==> src/rtl/egd_pkg.sv <==
package egd_pkg;

  localparam int unsigned BYTE_W       = 8;
  localparam int unsigned POS_W        = 3;
  localparam int unsigned RUN_W        = 5;
  localparam int unsigned CODE_W       = 32;
  localparam int unsigned QUEUE_DEPTH  = 2;
  localparam logic [RUN_W-1:0] LIMIT_RESET = RUN_W'(20);
  localparam logic [CODE_W-1:0] ACC_SEED   = CODE_W'(1);
  localparam logic [POS_W-1:0] LAST_POS    = '1;

  typedef struct packed {
    logic [BYTE_W-1:0] data_byte;
    logic              stream_start;
    logic [POS_W-1:0]  first_pos;
  } entry_t;

  typedef struct packed {
    logic [CODE_W-1:0] code_value;
    logic              prefix_error;
  } result_t;

endpackage

==> src/rtl/egd_front.sv <==
module egd_front
  import egd_pkg::*;
#(
  parameter int unsigned DEPTH = QUEUE_DEPTH
) (
  input  logic               clk,
  input  logic               rst,
  input  logic               in_valid,
  output logic               in_ready,
  input  logic [BYTE_W-1:0]  data_byte,
  input  logic               stream_start,
  input  logic [POS_W-1:0]   skip_bits,
  output logic               q_valid,
  output entry_t             q_entry,
  input  logic               q_pop
);

  localparam int unsigned PTR_W = (DEPTH > 1) ? $clog2(DEPTH) : 1;
  localparam int unsigned CNT_W = $clog2(DEPTH + 1);

  entry_t             mem [DEPTH];
  logic [PTR_W-1:0]   wr_ptr;
  logic [PTR_W-1:0]   rd_ptr;
  logic [CNT_W-1:0]   count;
  logic               push;
  logic               pop;
  entry_t             new_entry;

  assign in_ready = (count != CNT_W'(DEPTH));
  assign q_valid  = (count != '0);
  assign q_entry  = mem[rd_ptr];
  assign push     = in_valid && in_ready;
  assign pop      = q_pop && q_valid;

  // first bit to decode is fixed at accept time
  always_comb begin
    new_entry.data_byte    = data_byte;
    new_entry.stream_start = stream_start;
    new_entry.first_pos    = stream_start ? skip_bits : '0;
  end

  always_ff @(posedge clk) begin
    if (push) begin
      mem[wr_ptr] <= new_entry;
    end
  end

  always_ff @(posedge clk) begin
    if (rst) begin
      wr_ptr <= '0;
      rd_ptr <= '0;
      count  <= '0;
    end else begin
      if (push) begin
        wr_ptr <= (wr_ptr == PTR_W'(DEPTH - 1)) ? '0 : wr_ptr + PTR_W'(1);
      end
      if (pop) begin
        rd_ptr <= (rd_ptr == PTR_W'(DEPTH - 1)) ? '0 : rd_ptr + PTR_W'(1);
      end
      if (push && !pop) begin
        count <= count + CNT_W'(1);
      end else if (pop && !push) begin
        count <= count - CNT_W'(1);
      end
    end
  end

endmodule

==> src/rtl/egd_back.sv <==
module egd_back
  import egd_pkg::*;
(
  input  logic               clk,
  input  logic               rst,
  input  logic [RUN_W-1:0]   max_prefix_zeros,
  input  logic               q_valid,
  input  entry_t             q_entry,
  output logic               q_pop,
  output logic               out_valid,
  input  logic               out_ready,
  output logic [CODE_W-1:0]  code_value,
  output logic               prefix_error,
  output logic               last_of_byte
);

  logic               reading_suffix, reading_suffix_next;
  logic [RUN_W-1:0]   zero_run, zero_run_next;
  logic [RUN_W-1:0]   suffix_left, suffix_left_next;
  logic [CODE_W-1:0]  code_accumulator, code_accumulator_next;
  logic [POS_W-1:0]   bit_pos;
  logic               fresh;

  result_t            hold;
  logic               hold_valid;
  logic               hold_final;

  logic               cur_rs;
  logic [RUN_W-1:0]   cur_zr;
  logic [RUN_W-1:0]   cur_sl;
  logic [CODE_W-1:0]  cur_acc;
  logic [POS_W-1:0]   cur_pos;
  logic               cur_bit;
  logic               eob;
  logic               res_hit;
  result_t            res_new;
  logic [CODE_W-1:0]  acc_shift;
  logic [RUN_W-1:0]   sl_dec;
  logic               out_free;
  logic               step_needs_emit;
  logic               do_step;
  logic               emit;
  logic               emit_last;

  always_comb begin
    cur_pos = fresh ? q_entry.first_pos : bit_pos;
    if (fresh && q_entry.stream_start) begin
      cur_rs  = 1'b0;
      cur_zr  = '0;
      cur_sl  = '0;
      cur_acc = ACC_SEED;
    end else begin
      cur_rs  = reading_suffix;
      cur_zr  = zero_run;
      cur_sl  = suffix_left;
      cur_acc = code_accumulator;
    end
    cur_bit   = q_entry.data_byte[LAST_POS - cur_pos];
    eob       = (cur_pos == LAST_POS);
    acc_shift = {cur_acc[CODE_W-2:0], cur_bit};
    sl_dec    = cur_sl - RUN_W'(1);

    reading_suffix_next   = cur_rs;
    zero_run_next         = cur_zr;
    suffix_left_next      = cur_sl;
    code_accumulator_next = cur_acc;
    res_hit               = 1'b0;
    res_new.code_value    = '0;
    res_new.prefix_error  = 1'b0;

    if (!cur_rs) begin
      if (!cur_bit) begin
        if (cur_zr >= max_prefix_zeros) begin
          res_hit              = 1'b1;
          res_new.prefix_error = 1'b1;
          zero_run_next        = '0;
        end else begin
          zero_run_next = cur_zr + RUN_W'(1);
        end
      end else if (cur_zr == '0) begin
        res_hit = 1'b1;
      end else begin
        reading_suffix_next   = 1'b1;
        suffix_left_next      = cur_zr;
        code_accumulator_next = ACC_SEED;
      end
    end else begin
      code_accumulator_next = acc_shift;
      suffix_left_next      = sl_dec;
      if (sl_dec == '0) begin
        res_hit               = 1'b1;
        res_new.code_value    = acc_shift - ACC_SEED;
        reading_suffix_next   = 1'b0;
        zero_run_next         = '0;
        suffix_left_next      = '0;
        code_accumulator_next = ACC_SEED;
      end
    end

    // the held result goes out once it is known whether it closes its byte
    out_free        = !out_valid || out_ready;
    step_needs_emit = hold_valid && (hold_final || res_hit || eob);
    do_step         = q_valid && (!step_needs_emit || out_free);
    emit            = out_free && hold_valid && (hold_final || (q_valid && (res_hit || eob)));
    emit_last       = hold_final || (!res_hit && eob);
    q_pop           = do_step && eob;
  end

  always_ff @(posedge clk) begin
    if (rst) begin
      reading_suffix   <= 1'b0;
      zero_run         <= '0;
      suffix_left      <= '0;
      code_accumulator <= ACC_SEED;
      bit_pos          <= '0;
      fresh            <= 1'b1;
      hold_valid       <= 1'b0;
      hold_final       <= 1'b0;
      out_valid        <= 1'b0;
    end else begin
      if (do_step) begin
        reading_suffix   <= reading_suffix_next;
        zero_run         <= zero_run_next;
        suffix_left      <= suffix_left_next;
        code_accumulator <= code_accumulator_next;
        fresh            <= eob;
        bit_pos          <= cur_pos + POS_W'(1);
      end
      if (do_step && res_hit) begin
        hold_valid <= 1'b1;
        hold_final <= eob;
      end else if (emit) begin
        hold_valid <= 1'b0;
        hold_final <= 1'b0;
      end
      if (emit) begin
        out_valid <= 1'b1;
      end else if (out_ready) begin
        out_valid <= 1'b0;
      end
    end
  end

  always_ff @(posedge clk) begin
    if (do_step && res_hit) begin
      hold <= res_new;
    end
    if (emit) begin
      code_value   <= hold.code_value;
      prefix_error <= hold.prefix_error;
      last_of_byte <= emit_last;
    end
  end

endmodule

==> src/rtl/exp_golomb_stream_decoder_core.sv <==
// Unsigned Exp-Golomb ue(v) decoder for a byte stream, MSB first. Bytes are
// taken into a short queue and decoded one bit per clock while the output
// is not stalled; the bit-serial decode loop sets this rate, and input is
// accepted while the queue has room. Each result is held until the next
// result or the end of its byte is known, so last_of_byte can be set on the
// final result of its byte; up to eight results leave per byte, one per
// cycle while out_ready is high, through a registered output. An error
// result (value 0) is given when a zero run exceeds max_prefix_zeros. Write
// max_prefix_zeros only when the decoder is idle.
module exp_golomb_stream_decoder_core
  import egd_pkg::*;
#(
  parameter int unsigned QUEUE_DEPTH_P = QUEUE_DEPTH
) (
  input  logic               clk,
  input  logic               rst,
  input  logic               in_valid,
  output logic               in_ready,
  input  logic [BYTE_W-1:0]  data_byte,
  input  logic               stream_start,
  input  logic [POS_W-1:0]   skip_bits,
  output logic               out_valid,
  input  logic               out_ready,
  output logic [CODE_W-1:0]  code_value,
  output logic               prefix_error,
  output logic               last_of_byte,
  input  logic               cfg_we,
  input  logic [RUN_W-1:0]   cfg_wdata
);

  logic [RUN_W-1:0] max_prefix_zeros;
  logic             q_valid;
  entry_t           q_entry;
  logic             q_pop;

  always_ff @(posedge clk) begin
    if (rst) begin
      max_prefix_zeros <= LIMIT_RESET;
    end else if (cfg_we) begin
      max_prefix_zeros <= cfg_wdata;
    end
  end

  egd_front #(
    .DEPTH (QUEUE_DEPTH_P)
  ) u_front (
    .clk          (clk),
    .rst          (rst),
    .in_valid     (in_valid),
    .in_ready     (in_ready),
    .data_byte    (data_byte),
    .stream_start (stream_start),
    .skip_bits    (skip_bits),
    .q_valid      (q_valid),
    .q_entry      (q_entry),
    .q_pop        (q_pop)
  );

  egd_back u_back (
    .clk              (clk),
    .rst              (rst),
    .max_prefix_zeros (max_prefix_zeros),
    .q_valid          (q_valid),
    .q_entry          (q_entry),
    .q_pop            (q_pop),
    .out_valid        (out_valid),
    .out_ready        (out_ready),
    .code_value       (code_value),
    .prefix_error     (prefix_error),
    .last_of_byte     (last_of_byte)
  );

endmodule

==> config.mk <==
export PLATFORM = sky130hd
export DESIGN_NAME = exp_golomb_stream_decoder_core
export DESIGN_NICKNAME = d
export VERILOG_FILES = /design/src/rtl/egd_pkg.sv /design/src/rtl/egd_front.sv /design/src/rtl/egd_back.sv /design/src/rtl/exp_golomb_stream_decoder_core.sv
export SDC_FILE = /design/constraint.sdc
export NUM_CORES = 1
export LEC_CHECK = 0
export BUFFER_PORTS_ARGS = -buffer_cell sky130_fd_sc_hd__buf_4
export CORE_UTILIZATION = 45
export DETAILED_ROUTE_END_ITERATION = 16
export PLACE_DENSITY = 0.65
export SLEW_MARGIN = 25
export SYNTH_ARGS = -nofsm -noshare
export SYNTH_HDL_FRONTEND = slang
export SYNTH_SLANG_ARGS = --single-unit
export TNS_END_PERCENT = 5
==> constraint.sdc <==
create_clock -name clk -period 17.8 [get_ports clk]
set_input_delay 5.34 -clock clk [delete_from_list [all_inputs] [get_ports clk]]
set_output_delay 5.34 -clock clk [all_outputs]
set_load 0.02 [all_outputs]
**Word-level counts from Yosys, hierarchy flattened**

Memory sizes are Yosys's and may differ from the RTL's. A register that Yosys moved wholly into a read port is not among the register bits.
Cells that the tools add are included.

- Register bits: 126
- Memories: 1
- Input port bits: 22
- Logic and storage cells: 107
- Output and inout port bits: 36
- Memory bits (writable): 24

- Reductions and logical operators: 33
- Eq/ne operators: 2
- Add/subtract/negate cells: 9
- Muxes and demuxes: 42
- Order comparisons: 2

Memories:

| memory | words | width | rd ports | clocked after memory_dff | write ports | RTL line | source |
|---|---|---|---|---|---|---|---|
| u_front.mem | 2 | 12 | 1 | 1 | 1 | egd_front.sv:21 | `entry_t mem [DEPTH];` |

Operators by type and width:

| kind | number |
|---|---|
| $mux W32 | 5 |
| $mux W5 | 10 |
| $sub A32 B1 Y32 const B | 1 |
| $mux W1 | 22 |
| $logic_and A1 B1 Y1 | 13 |
| $logic_not A5 Y1 | 2 |
| $reduce_bool A2 Y1 | 4 |
| $logic_or A1 B1 Y1 | 7 |
| $mux W3 | 2 |
| $add A5 B1 Y5 const B | 1 |
| $ge A5 B5 Y1 | 1 |
| $logic_not A1 Y1 | 5 |
| $sub A5 B1 Y5 const B | 1 |
| $lt A3 B4 Y1 const B | 1 |
| $mux W2 | 2 |
| $add A3 B1 Y3 const B | 1 |
| $bmux W1 S3 | 1 |
| $eq A3 B3 Y1 const B | 1 |
| $sub A3 B3 Y3 const A | 1 |
| $add A1 B1 Y1 const B | 2 |
| $add A2 B1 Y2 const B | 1 |
| $ne A2 B2 Y1 const B | 1 |
| $reduce_and A2 Y1 | 1 |
| $reduce_or A2 Y1 | 1 |
| $sub A2 B1 Y2 const B | 1 |

**Depth between registers and ports, before layout**

- Word-level depth: 17
- Gate-level depth with buffers: 15
- Depth with buffers taken out: 14

**Modules after synthesis**

From an unflattened synthesis, not the netlist that was laid out.

- Cell total of the unflattened synthesis: 606
- Area total of the unflattened synthesis: 6801.5 sq um

By module, submodules not included:

| module | sequential area each (sq um) | area each (sq um) | instances | cells an instance |
|---|---|---|---|---|
| egd_back | 2992.9 | 5516.5 | 1 | 526 |
| egd_front | 820.8 | 1102.3 | 1 | 64 |
| exp_golomb_stream_decoder_core | 100.1 | 182.7 | 1 | 16 |

**Least setup slack after synthesis**

No wires, ideal clock.

- Path kind: input-to-reg
- From: input out_ready
- To: register u_back.code_value[0], enable pin
- Slack: 8950 ps
- Path buffers: 1
- Arrival time: 8373 ps
- Data required time: 17323 ps
- Library setup time: 477 ps
- Cell stages on the path: 5
- Path through: nor2b_1 nand2_1 clkbuf_1 nand2_1 a211oi_1

- Cells in the longest elaborated chain, start to end: 3

RTL lines:

| item | RTL line | source |
|---|---|---|
| start: declaration | exp_golomb_stream_decoder_core.sv:23 | `input logic out_ready,` |
| $logic_or A1 B1 Y1 | egd_back.sv:101 | `out_free = !out_valid \|\| out_ready;` |
| $logic_and A1 B1 Y1 (2 in series) | egd_back.sv:104 | `emit = out_free && hold_valid && (hold_final \|\| (q_valid && (res_hit \|\| eob)));` |
| net u_back.emit | egd_back.sv:42 | `logic emit;` |
| end signal: assignment | egd_back.sv:149 | `code_value <= hold.code_value;` |
| end: declaration | egd_back.sv:12 | `output logic [CODE_W-1:0] code_value,` |

The timed path passes the listed nets, and every way through them passes these cells.
A chain may end at the register's enable or synchronous reset.

**Worst setup path after layout**

- From: input out_ready
- To: register u_front.count[1]

- Cells in the longest elaborated chain, start to end: 8
- Elaborated cells on any way between the ends: 10
- Those cells by class: 1 x mux; 9 x reduce/logical

RTL lines:

| item | RTL line | source |
|---|---|---|
| $logic_or A1 B1 Y1 * | egd_back.sv:101 |  |
| $logic_or A1 B1 Y1 * | egd_back.sv:103 | `do_step = q_valid && (!step_needs_emit \|\| out_free);` |
| $logic_and A1 B1 Y1 * | egd_back.sv:103 |  |
| $logic_and A1 B1 Y1 * | egd_back.sv:106 | `q_pop = do_step && eob;` |
| $logic_and A1 B1 Y1 * | egd_front.sv:33 | `assign pop = q_pop && q_valid;` |
| $logic_not A1 Y1 | egd_front.sv:60 | `if (push && !pop) begin` |
| $logic_and A1 B1 Y1 | egd_front.sv:60 |  |
| $mux W2 / $reduce_bool A2 Y1 (equally long branches) | - |  |
| end signal: assignment | egd_front.sv:61 | `count <= count + CNT_W'(1);` |
| end signal: assignment | egd_front.sv:63 | `count <= count - CNT_W'(1);` |
| end: declaration | egd_front.sv:24 | `logic [CNT_W-1:0] count;` |

Every way passes the cells marked *; elsewhere a longest branch is shown, timed or not.

==> summary.txt <==
Run status
  – Status: finished with violations
  – Failing checks: design-rule violations

Job
  – Max_cap viols: 0

STA
  – Finish-stage setup viols: 0
  – Setup Skew: 7.70 ps
  – Slew headroom: approximately 45%
  – Post-route setup TNS: 0 ps
  – Endpoints failing hold: 0
  – Fmax: 143 MHz
  – Final worst slack: 10820 ps
  – Max Slew Vio Count: 0
  – Slew at the pin closest to its max-slew limit: a little over 800 ps
  – RSZ-0062 raised after global routing: no
  – Min Tclk post-route: between 6000 and 7000 ps
  – Fin crit share: approximately 39%

Worst setup path
  – Arrival @ worst endpoint: 7340 ps
  – Critical Path RT: 18160 ps
  – Critical path fanouts, max: 11
  – Critical path capture point type: register
  – Critical Path Start: out_ready
  – Worst setup path class: primary input to register
  – Worst setup SP type: primary input

Drt
  – Via count: a little under 5000
  – Wire per inst: 16.2 um
  – DRT iter0 DRCs: 289
  – Routed vias/inst: between 5 and 6
  – WL final: 13700 um
  – Drt drc: 3
  – Antenna Nets Post-Route: 0
  – Pre-Repair DR Iteration Count: 11

Floorplanning
  – Die Wd: roughly 130 um
  – Core ar.: 14700 um2
  – Area of the die: between 15000 and 20000 um2
  – IO Pins: 58
  – Die height: approximately 130 um
  – Standard-cell rows: 44
  – Starting Density: 46.7%

Power and ir drop
  – Cell Pwr Density: 140 nW/um2
  – Internal power: 757 uW
  – Clk pwr share: a little under a third
  – Net load switching power: between 300 and 400 uW
  – Switching Fraction: 32.3%
  – Pleak: 2.84 nW
  – Logic pwr share: 25.8%
  – Peak supply drop: about 84 uV
  – Tot Pwr: 1.12 mW
  – Sequential power share: 42.4%

Synthesis
  – Top cell type's share of synthesized area: between 30% and 40%
  – Net count of the mapped netlist: 634
  – Synth cell types: 73
  – Avg Synthesized Cell Area: roughly 11 um2
  – Area leader, netlist: edfxtp_1
  – Yosys warning total: 0
  – Async S/R FF share, synth: 0%
  – Top post-synthesis cells by area: edfxtp_1, dfxtp_1, a32o_1
  – Post-synthesis instance area: 6870 um2
  – Register area share after synthesis: between 50% and 60%
  – Synth Instances: 601
  – Seq cells post-synth: 150
  – Post-synth EDFFs: 91
  – Primary FF master, synth: edfxtp_1

Hold path
  – HP Class: register to register
  – Worst Hold Launch: u_back.hold[25]$_SDFFCE_PN0P_

Cells and area
  – P&R area growth vs syn: 16.6%
  – Multi-input gate area: between 2000 and 3000 um2
  – Most frequent cells in the layout: edfxtp_1, buf_4, dfxtp_1
  – Final net count: 681
  – Core Util, Final: around 54%
  – Filler cell count in the final layout: 1255
  – Layout cells sized above 1: 17.1%
  – Diode count: 0
  – Fin cells: 845
  – Reg area: just under 4000 um2
  – Commonest non-fill, non-tap cell in the layout: edfxtp_1

Global routing
  – Initial antenna violation count: 0
  – GRT Overall Usage: 18.5%
  – Number of global-route vias before repair: 4697
  – GRT overflow: 0
  – Largest net degree at the start of global routing: between 40 and 50
  – Global-route wire length before repair: 23000 um

Placed design
  – Port Buf Inserts: 57
  – RePlAce Congestion: 0.874
  – Setup WS pre-CTS: 10380 ps
  – Placed cells: 813
  – Final HPWL DP: 8980 um

Clocking
  – H-tree Lvls: 4
  – Clock root cell: clkbuf_16
  – Later-pin clock latency in the skew report: 420 ps
  – CTS buffer count: 17
  – Post-CTS Setup Bufs: 0
  – Clk sinks: 150
  – TritonCTS clock tree: yes
  – Hold_buf cts: 0
  – Post-CTS Resized: 0
  – Clock tree buffer depth: 2
  – CTS clk-pin slew, worst paths: 60 ps
-- registers in the layout (all words and copies together) (netlist names), named ones only --
| signal | flops |
|---|---|
| u_back.hold | 33 |
| u_back.code_accumulator | 31 |
| u_back.suffix_left | 5 |
| u_back.hold_valid | 1 |
| u_back.zero_run | 5 |
| u_back.out_valid | 1 |
| u_back.reading_suffix | 1 |
| u_front.rd_ptr | 1 |
| u_back.last_of_byte | 1 |
| u_back.code_value | 32 |
| u_back.fresh | 1 |
| u_back.prefix_error | 1 |
| u_back.bit_pos | 3 |
| u_front.wr_ptr | 1 |
| u_front.count | 2 |
| u_back.hold_final | 1 |
| u_front.mem | 24 |
| max_prefix_zeros | 5 |
-- cell families (layout without fill, tap and decap cells) --
kind of cell | count (synthesis) | count (layout) | share of synthesized area (%)
buf+inv | 59 | 119 | 3.84
simple gates | 169 | 169 | 12.2
mux | 32 | 32 | 5.14
flops | 150 | 150 | 57.0
fa+ha+maj | 11 | 11 | 2.00
xor+xnor | 15 | 15 | 1.91
compound gates | 165 | 165 | 17.9
-- synthesized netlist by cell type (7+ instances only) --
cell	n
nor3_1	11
dfxtp_1	59
clkbuf_1	26
nor2_1	43
o21ai_0	18
nand2b_1	8
a211oi_1	11
mux2i_1	27
nand3_1	11
inv_1	21
a32o_1	33
nand4_1	7
a21oi_1	37
nand2_1	50
xnor2_1	9
or3_1	8
edfxtp_1	91
o211ai_1	14
ha_1	11
-- metrics by stage --
step | instance area (um2) | hold WS (ps)
global route | 8010 | 420
detailed placement | 7420 | 405
floorplan | 6870 | 400
finish | 8010 | 415
global placement | 7420 | 405
CTS | 8010 | 416
-- power by group through the flow --
| stage | combinational (mW) | sequential, mW | clock [mW] |
|---|---|---|---|
| CTS | 0.290 | 0.475 | 0.364 |
| global route | 0.315 | 0.481 | 0.380 |
| floorplan | 0.214 | 0.481 | 0 |
| global placement | 0.282 | 0.478 | 0 |
| detailed placement | 0.288 | 0.481 | 0 |
| finish | 0.288 | 0.474 | 0.356 |
-- critical path, cell delays in order --
cell and delay, ps:
buf_4 80, nor2b_1 50, nand2_1 270, nor2_1 70
nor2_1 430, nand2_1 210, ha_1 370, or3_1 370
a21oi_1 130
-- per-layer routing --
layer	global-route usage (%)	part of all wire (%)	vias up
met3	4.11	4.9	30
met4	10.5	2.8	0
met1	23.4	44	2316
met2	29.5	48	154
met5	0	0	-
li1	-	-	2397
-- cell type report --
| type | count | area share (%) |
|---|---|---|
| flip-flops and latches | 150 | 48.9 |
| well taps | 184 | 2.88 |
| inverters | 24 | 1.13 |
| clock buffers | 19 | 5.41 |
| multi-input cells | 392 | 33.9 |
| clock inverters | 13 | 1.95 |
| repair buffers | 63 | 5.91 |
-- worst paths after layout --
kind,endpoint,slack [ps],cells after the start
max,u_front.count[1]$_SDFFE_PP0P_,10820,9
min,u_back.code_value[24]$_DFFE_PP_,410,0
max reg2reg,u_back.hold[31]$_SDFFCE_PN0P_,13360,11
min reg2reg,u_back.code_value[24]$_DFFE_PP_,410,0
No activity file was read; power rests on OpenSTA's default activity.
